## config.mk

```make
export PLATFORM = sky130hd
export DESIGN_NAME = epoch_seconds_to_calendar_core
export DESIGN_NICKNAME = d
export VERILOG_FILES = /design/src/rtl/core/e2c_pkg.sv /design/src/rtl/core/e2c_datapath.sv /design/src/rtl/core/e2c_controller.sv /design/src/rtl/core/epoch_seconds_to_calendar_core.sv
export SDC_FILE = /design/constraint.sdc
export NUM_CORES = 1
export LEC_CHECK = 0
export ABC_AREA = 1
export BUFFER_PORTS_ARGS = -buffer_cell sky130_fd_sc_hd__buf_2
export CORE_ASPECT_RATIO = 0.9
export CORE_MARGIN = 2
export CORE_UTILIZATION = 65
export CTS_CLUSTER_SIZE = 20
export DETAILED_ROUTE_END_ITERATION = 12
export PLACE_DENSITY = 0.86
export RECOVER_POWER = 100
export SETUP_SLACK_MARGIN = 0.2
export SLEW_MARGIN = 25
export SYNTH_ARGS = -nofsm -noshare
export SYNTH_HDL_FRONTEND = slang
export SYNTH_HIERARCHICAL = 1
export SYNTH_SLANG_ARGS = --single-unit
```

## constraint.sdc

```tcl
create_clock -name i_clk -period 13.2 [get_ports i_clk]
set_clock_uncertainty 0.05 [all_clocks]
set_input_delay 1.98 -clock i_clk [delete_from_list [all_inputs] [get_ports i_clk]]
set_output_delay 1.98 -clock i_clk [all_outputs]
set_load 0.05 [all_outputs]
```

## src/rtl/core/e2c_pkg.sv

```systemverilog
`default_nettype none

package e2c_pkg;

    localparam logic [31:0] LAST_SECOND   = 32'd4102444799;
    localparam logic [17:0] SECS_PER_DAY  = 18'd86400;
    localparam logic [25:0] DAY_RECIP     = 26'd50903317;
    localparam logic [16:0] SECS_PER_HOUR = 17'd3600;
    localparam logic [16:0] SECS_PER_MIN  = 17'd60;
    localparam logic [7:0]  BASE_YOFF     = 8'd70;
    localparam logic [11:0] CENTURY_BASE  = 12'd1900;
    localparam logic [15:0] DAYS_COMMON   = 16'd365;
    localparam logic [15:0] DAYS_LEAP     = 16'd366;
    localparam logic [3:0]  MONTH_JAN     = 4'd0;
    localparam logic [3:0]  MONTH_MAR     = 4'd2;
    localparam logic [3:0]  MONTH_DEC     = 4'd11;
    localparam logic [2:0]  WEEK_LEN      = 3'd7;

    typedef enum logic [2:0] {
        ST_IDLE,
        ST_DIV,
        ST_SPLIT,
        ST_MONTH,
        ST_FIN
    } t_state;

    typedef struct packed {
        logic load;
        logic step_div;
        logic step_split;
        logic step_month;
        logic load_out;
    } t_dp_cmd;

    typedef struct packed {
        logic div_last;
        logic year_done;
        logic time_done;
        logic month_done;
    } t_dp_sts;

    function automatic logic [4:0] month_len(input logic [3:0] idx, input logic leap);
        logic [4:0] len;
        case (idx)
            4'd0:    len = 5'd31;
            4'd1:    len = leap ? 5'd29 : 5'd28;
            4'd2:    len = 5'd31;
            4'd3:    len = 5'd30;
            4'd4:    len = 5'd31;
            4'd5:    len = 5'd30;
            4'd6:    len = 5'd31;
            4'd7:    len = 5'd31;
            4'd8:    len = 5'd30;
            4'd9:    len = 5'd31;
            4'd10:   len = 5'd30;
            4'd11:   len = 5'd31;
            default: len = 5'd31;
        endcase
        return len;
    endfunction

    function automatic logic [2:0] week_offset(input logic [3:0] idx);
        logic [2:0] off;
        case (idx)
            4'd0:    off = 3'd0;
            4'd1:    off = 3'd3;
            4'd2:    off = 3'd3;
            4'd3:    off = 3'd6;
            4'd4:    off = 3'd1;
            4'd5:    off = 3'd4;
            4'd6:    off = 3'd6;
            4'd7:    off = 3'd2;
            4'd8:    off = 3'd5;
            4'd9:    off = 3'd0;
            4'd10:   off = 3'd3;
            4'd11:   off = 3'd5;
            default: off = 3'd0;
        endcase
        return off;
    endfunction

endpackage

`default_nettype wire

```

## src/rtl/core/e2c_datapath.sv

```systemverilog
`default_nettype none

module e2c_datapath
    import e2c_pkg::*;
(
    input  wire logic        i_clk,
    input  wire t_dp_cmd     i_cmd,
    input  wire logic [31:0] i_epoch_seconds,
    output t_dp_sts          o_sts,
    output logic [11:0]      o_cal_year,
    output logic [3:0]       o_cal_month,
    output logic [4:0]       o_cal_day,
    output logic [4:0]       o_clock_hour,
    output logic [5:0]       o_clock_minute,
    output logic [5:0]       o_clock_second,
    output logic [2:0]       o_week_day,
    output logic             o_range_error
);

    logic [31:0] r_dvd;
    logic [16:0] r_rem;
    logic [15:0] r_quot;
    logic        r_div_step;
    logic [7:0]  r_yoff;
    logic [4:0]  r_hour;
    logic [5:0]  r_min;
    logic [3:0]  r_month;
    logic        r_flag;

    logic [11:0] r_out_year;
    logic [3:0]  r_out_month;
    logic [4:0]  r_out_day;
    logic [4:0]  r_out_hour;
    logic [5:0]  r_out_min;
    logic [5:0]  r_out_sec;
    logic [2:0]  r_out_wday;
    logic        r_out_flag;

    logic [50:0] w_recip_prod;
    logic [15:0] w_quot;
    logic [33:0] w_day_secs;
    logic [15:0] w_days;
    logic        w_leap;
    logic [15:0] w_ylen;
    logic [4:0]  w_mlen;
    logic [4:0]  w_day;
    logic        w_adj;
    logic [8:0]  w_wsum;
    logic [4:0]  w_fold1;
    logic [3:0]  w_fold2;
    logic [2:0]  w_wday;

    always_comb begin
        // The day count is the seconds over 128 times a rounded-up reciprocal of 675,
        // which is exact for every 25-bit operand.
        w_recip_prod = r_dvd[31:7] * DAY_RECIP;
        w_quot       = w_recip_prod[50:35];
        w_day_secs   = r_quot * SECS_PER_DAY;
        w_days   = r_dvd[15:0];
        w_leap   = (r_yoff[1:0] == 2'b00);
        w_ylen   = w_leap ? DAYS_LEAP : DAYS_COMMON;
        w_mlen   = month_len(r_month, w_leap);
        w_day    = w_days[4:0] + 5'd1;
        w_adj    = w_leap && (r_month < MONTH_MAR);
        w_wsum   = 9'(r_yoff) + 9'(r_yoff[7:2]) + 9'(w_day) + 9'(week_offset(r_month))
                 - 9'(w_adj);
        // Powers of eight are one modulo seven, so octal digits may be summed.
        w_fold1  = 5'(w_wsum[8:6]) + 5'(w_wsum[5:3]) + 5'(w_wsum[2:0]);
        w_fold2  = 4'(w_fold1[4:3]) + 4'(w_fold1[2:0]);
        w_wday   = (w_fold2 >= 4'(WEEK_LEN)) ? 3'(w_fold2 - 4'(WEEK_LEN)) : w_fold2[2:0];
    end

    always_comb begin
        o_sts.div_last   = r_div_step;
        o_sts.year_done  = (w_days < w_ylen);
        o_sts.time_done  = (r_rem < SECS_PER_MIN);
        o_sts.month_done = (w_days < 16'(w_mlen)) || (r_month == MONTH_DEC);
    end

    always_ff @(posedge i_clk) begin
        if (i_cmd.load) begin
            if (i_epoch_seconds > LAST_SECOND) begin
                r_dvd  <= LAST_SECOND;
                r_flag <= 1'b1;
            end else begin
                r_dvd  <= i_epoch_seconds;
                r_flag <= 1'b0;
            end
            r_rem      <= '0;
            r_div_step <= 1'b0;
            r_yoff     <= BASE_YOFF;
            r_hour     <= '0;
            r_min      <= '0;
            r_month    <= MONTH_JAN;
        end else if (i_cmd.step_div) begin
            if (!r_div_step) begin
                r_quot     <= w_quot;
                r_div_step <= 1'b1;
            end else begin
                r_dvd <= {16'd0, r_quot};
                r_rem <= 17'(r_dvd - w_day_secs[31:0]);
            end
        end else if (i_cmd.step_split) begin
            if (!o_sts.year_done) begin
                r_dvd  <= {16'd0, w_days - w_ylen};
                r_yoff <= r_yoff + 8'd1;
            end
            if (r_rem >= SECS_PER_HOUR) begin
                r_rem  <= r_rem - SECS_PER_HOUR;
                r_hour <= r_hour + 5'd1;
            end else if (r_rem >= SECS_PER_MIN) begin
                r_rem <= r_rem - SECS_PER_MIN;
                r_min <= r_min + 6'd1;
            end
        end else if (i_cmd.step_month) begin
            if (!o_sts.month_done) begin
                r_dvd   <= {16'd0, w_days - 16'(w_mlen)};
                r_month <= r_month + 4'd1;
            end
        end
    end

    always_ff @(posedge i_clk) begin
        if (i_cmd.load_out) begin
            r_out_year  <= 12'(r_yoff) + CENTURY_BASE;
            r_out_month <= r_month + 4'd1;
            r_out_day   <= w_day;
            r_out_hour  <= r_hour;
            r_out_min   <= r_min;
            r_out_sec   <= r_rem[5:0];
            r_out_wday  <= w_wday;
            r_out_flag  <= r_flag;
        end
    end

    assign o_cal_year     = r_out_year;
    assign o_cal_month    = r_out_month;
    assign o_cal_day      = r_out_day;
    assign o_clock_hour   = r_out_hour;
    assign o_clock_minute = r_out_min;
    assign o_clock_second = r_out_sec;
    assign o_week_day     = r_out_wday;
    assign o_range_error  = r_out_flag;

endmodule

`default_nettype wire

```

## src/rtl/core/e2c_controller.sv

```systemverilog
`default_nettype none

module e2c_controller
    import e2c_pkg::*;
(
    input  wire logic    i_clk,
    input  wire logic    i_rst_n,
    input  wire logic    i_valid,
    output logic         o_stall,
    output logic         o_valid,
    input  wire logic    i_stall,
    input  wire t_dp_sts i_sts,
    output t_dp_cmd      o_cmd
);

    t_state r_state;
    t_state n_state;
    logic   r_out_valid;
    logic   n_out_valid;

    always_ff @(posedge i_clk) begin
        if (!i_rst_n) begin
            r_state     <= ST_IDLE;
            r_out_valid <= 1'b0;
        end else begin
            r_state     <= n_state;
            r_out_valid <= n_out_valid;
        end
    end

    always_comb begin
        n_state     = r_state;
        n_out_valid = r_out_valid && i_stall;
        o_cmd       = '0;
        case (r_state)
            ST_IDLE: begin
                if (i_valid) begin
                    o_cmd.load = 1'b1;
                    n_state    = ST_DIV;
                end
            end
            ST_DIV: begin
                o_cmd.step_div = 1'b1;
                if (i_sts.div_last) begin
                    n_state = ST_SPLIT;
                end
            end
            ST_SPLIT: begin
                o_cmd.step_split = 1'b1;
                if (i_sts.year_done && i_sts.time_done) begin
                    n_state = ST_MONTH;
                end
            end
            ST_MONTH: begin
                o_cmd.step_month = 1'b1;
                if (i_sts.month_done) begin
                    n_state = ST_FIN;
                end
            end
            ST_FIN: begin
                if (!r_out_valid || !i_stall) begin
                    o_cmd.load_out = 1'b1;
                    n_out_valid    = 1'b1;
                    n_state        = ST_IDLE;
                end
            end
            default: begin
                n_state = ST_IDLE;
            end
        endcase
    end

    assign o_stall = (r_state != ST_IDLE);
    assign o_valid = r_out_valid;

endmodule

`default_nettype wire

```

## src/rtl/core/epoch_seconds_to_calendar_core.sv

```systemverilog
//  Channel   Direction  Handshake             Payload
//  request   in         i_valid / o_stall     i_epoch_seconds
//  result    out        o_valid / i_stall     o_cal_*, o_clock_*, o_week_day, o_range_error
//
//  A request runs the day count (quotient, then remainder), then a year subtraction per
//  whole year (up to 129, with the time of day split alongside) and a last check, a month
//  subtraction per whole month (up to 11) and a last check, and the result register load,
//  which waits while an earlier result is held. The year subtraction loop is the longest.
//  Reset is synchronous and clears the controller; the result register stays until taken.
//  A new request is taken while an earlier result still waits under i_stall.
`default_nettype none

module epoch_seconds_to_calendar_core
    import e2c_pkg::*;
(
    input  wire logic        i_clk,
    input  wire logic        i_rst_n,
    input  wire logic        i_valid,
    output logic             o_stall,
    input  wire logic [31:0] i_epoch_seconds,
    output logic             o_valid,
    input  wire logic        i_stall,
    output logic [11:0]      o_cal_year,
    output logic [3:0]       o_cal_month,
    output logic [4:0]       o_cal_day,
    output logic [4:0]       o_clock_hour,
    output logic [5:0]       o_clock_minute,
    output logic [5:0]       o_clock_second,
    output logic [2:0]       o_week_day,
    output logic             o_range_error
);

    t_dp_cmd w_cmd;
    t_dp_sts w_sts;

    e2c_controller u_ctrl (
        .i_clk   (i_clk),
        .i_rst_n (i_rst_n),
        .i_valid (i_valid),
        .o_stall (o_stall),
        .o_valid (o_valid),
        .i_stall (i_stall),
        .i_sts   (w_sts),
        .o_cmd   (w_cmd)
    );

    e2c_datapath u_dp (
        .i_clk           (i_clk),
        .i_cmd           (w_cmd),
        .i_epoch_seconds (i_epoch_seconds),
        .o_sts           (w_sts),
        .o_cal_year      (o_cal_year),
        .o_cal_month     (o_cal_month),
        .o_cal_day       (o_cal_day),
        .o_clock_hour    (o_clock_hour),
        .o_clock_minute  (o_clock_minute),
        .o_clock_second  (o_clock_second),
        .o_week_day      (o_week_day),
        .o_range_error   (o_range_error)
    );

endmodule

`default_nettype wire

```

==> results.json <==
{
  "synth-compound-area-share_pct": 7.432,
  "finalMaxSlewViolations": 59,
  "cp.arrival_ns": 6.96,
  "startpoint_type": "primary input",
  "synth_mux_area_share_pct": 0,
  "synth_xor_area_share_pct": 2.763,
  "grt.overflow.total": 0,
  "post-route-cell-area_sq_um": 21630,
  "synth_fa_ha_area_share_pct": 43.11,
  "core-area_sq_um": 30830,
  "top_layer": "met4",
  "synthSimpleGateAreaFrac_pct": 17.28,
  "post-route-period-util_pct": 52.74,
  "clockRootBuffer": "clkbuf_16",
  "grt_pass1_wl_microns": 89260,
  "gp_congestion": 1.059,
  "fillCellCount": 2482,
  "die_h_microns": 171.6,
  "clock.fmax_ghz": 0.1436,
  "io_pins": 80,
  "multiInputGateArea_sq_um": 14320,
  "ys_async_sr_fraction_pct": 0,
  "met2_length_microns": 24890,
  "drc": 0,
  "postSynthCellCount": 2469,
  "final.min_clock_period_ns": 6.961,
  "critical_path.cell_chain": "buf_2 > inv_1 > nor2_4 > clkbuf_1 > inv_1 > nand3_1 > clkbuf_1",
  "cts-hold-fix-buffers": 0,
  "tritoncts": "yes",
  "cts.sinks": 139,
  "slew-limit-headroom_pct": -45.22,
  "synth_seq_area_share_pct": 18.21,
  "synth_cell_types": 47,
  "dp_slack_ns": 6.757,
  "grt_max_degree": 42,
  "clock_path_buffers": 2,
  "ff_latch_area_sq_um": 3694,
  "yosysWarnings": 6,
  "nets": 3167,
  "cts_resized": 0,
  "ys_ff_latch": 139,
  "hold_viol": 0,
  "yosysTopAreaCell": "ha_1",
  "tightest_slew_ns": 2.178,
  "final_util_pct": 70.14,
  "slowest_stage": "clkbuf_1",
  "grtUsageTotal_pct": 35.88,
  "routed_wl_microns": 56630,
  "post-synth-top-area-fraction_pct": 23.38,
  "critPathMaxFanout": 41,
  "setup_ws_ns": 6.239,
  "clkLatencyLatePin_ns": 0.43,
  "vias": 17020,
  "hold_path_class": "flop to flop",
  "diodes": 0,
  "route.met3.wl_microns": 5591,
  "yosysMostFrequentCell": "inv_1",
  "synthFlopType": "edfxtp_1",
  "routedWlPerCell_microns": 19.04,
  "outcome": "finished with violations",
  "violations": "max-capacitance violations, max-slew violations",
  "syn-num-nets": 3084,
  "die-area_sq_um": 32640,
  "worstSetupEndpointType": "flop",
  "setup_tns_ns": 0,
  "synth_top_family_by_area": "adder cells",
  "placed_area_sq_um": 21160,
  "synth_edf_count": 91,
  "start_util_pct": 65.79,
  "cp_slowest_stage_delay_ns": 1.54,
  "yosys-top-cells-area": "ha_1 (23%), fa_1 (20%), edfxtp_1 (13%)",
  "ant_nets": 0,
  "critPathRequiredTime_ns": 13.20,
  "dp_hpwl_microns": 47010,
  "drive_above_1_share_pct": 3.938,
  "num_rows": 61,
  "max_cap_violations": 2,
  "die_x_microns": 190.2,
  "area_growth_pct": 6.618,
  "grt_setup_unrepaired": "no",
  "clk_pin_slew_ns": 0.06,
  "io_buffers": 79,
  "grt_pass1_vias": 16580,
  "avgSynthCellArea_sq_um": 8.216,
  "vias_per_cell": 5.723,
  "synth_commonest_cells": "inv_1 (564), nand2_1 (396), ha_1 (379)",
  "wl_met1_microns": 24700,
  "path_buf_inv": 5,
  "setup_violations": 0,
  "htreeDepth": 4,
  "critPathKind": "primary input to flop",
  "antenna_found_initial": 0,
  "numCtsBuffers": 17,
  "post_cts_buffers": 0,
  "cpLargestDelayFamily": "buffers and inverters",
  "netlist_area_sq_um": 20290,
  "dr.pass1.iters": 6,
  "drt_iter0_markers": 1755
}
## layout make-up
cell class              count  share of cell area (%)
multi-input cells        1737                   66.19
repair buffers             86                   1.764
well taps                 409                   2.366
inverters                 571                   9.910
clock inverters            13                  0.6016
clock buffers              19                   2.094
flip-flops and latches    139                   17.08
## flip-flops by register name, indices dropped and copies added (netlist names), named ones only
signal,flops
u_ctrl/o_valid,1
u_dp/o_cal_year,12
u_dp/o_cal_month,4
u_dp/r_quot,16
u_dp/r_min,6
u_dp/o_range_error,1
u_dp/r_hour,5
u_dp/o_week_day,3
u_dp/o_cal_day,5
u_dp/r_month,4
u_dp/o_clock_minute,6
u_ctrl/r_state,3
u_dp/r_dvd,32
u_dp/o_clock_second,6
u_dp/o_clock_hour,5
u_dp/r_yoff,8
u_dp/r_rem,17
u_dp/r_div_step,1
u_dp/r_flag,1
## final timing paths
path | endpoint | from | slack, ns | cells after the start
worst max register to register | u_dp/o_week_day[0]$_DFFE_PP_ | u_dp/r_yoff[0]$_SDFFE_PP0P_ | 6.65 | 30
worst min-delay path | u_dp/o_range_error$_DFFE_PP_ | u_dp/r_flag$_DFFE_PP_ | 0.38 | 0
worst max-delay path | u_dp/r_dvd[24]$_SDFFCE_PN0P_ | i_valid | 6.24 | 7
worst min register to register | u_dp/o_range_error$_DFFE_PP_ | u_dp/r_flag$_DFFE_PP_ | 0.38 | 0
## through the flow
step	cells	hold WS, ns
detailed placement	2942	0.3672
finish	2974	0.3841
global route	2974	0.4206
floorplan	2469	0.3503
CTS	2974	0.3864
global placement	2941	0.3628
## routing by layer
metal	vias up	track usage (%)
li1	8005	-
met1	8120	50.76
met5	-	0
met2	800	55.30
met3	94	8.366
met4	0	10.14
## layout by cell type, fill, tap and decap left out, types with 35 or more instances in the layout
cell type    n
a21oi_1    124
buf_2       35
clkbuf_1    47
dfxtp_1     48
edfxtp_1    91
fa_1       200
ha_1       379
inv_1      565
nand2_1    397
nand3_1    147
nor2_1     192
o21ai_0    105
xor2_1      50
## kinds of logic (layout without fill, tap and decap cells)
group,after synthesis,after routing
AOI/OAI and AO/OA,275,275
xor gates and xnor gates,64,64
adders and majority gates,579,579
buffers and inverters,593,689
DFF,139,139
and+or+nand+nor,819,819
Power is not shown: default switching activity piles up to over one toggle a cycle in this logic, so the estimate is an artifact.
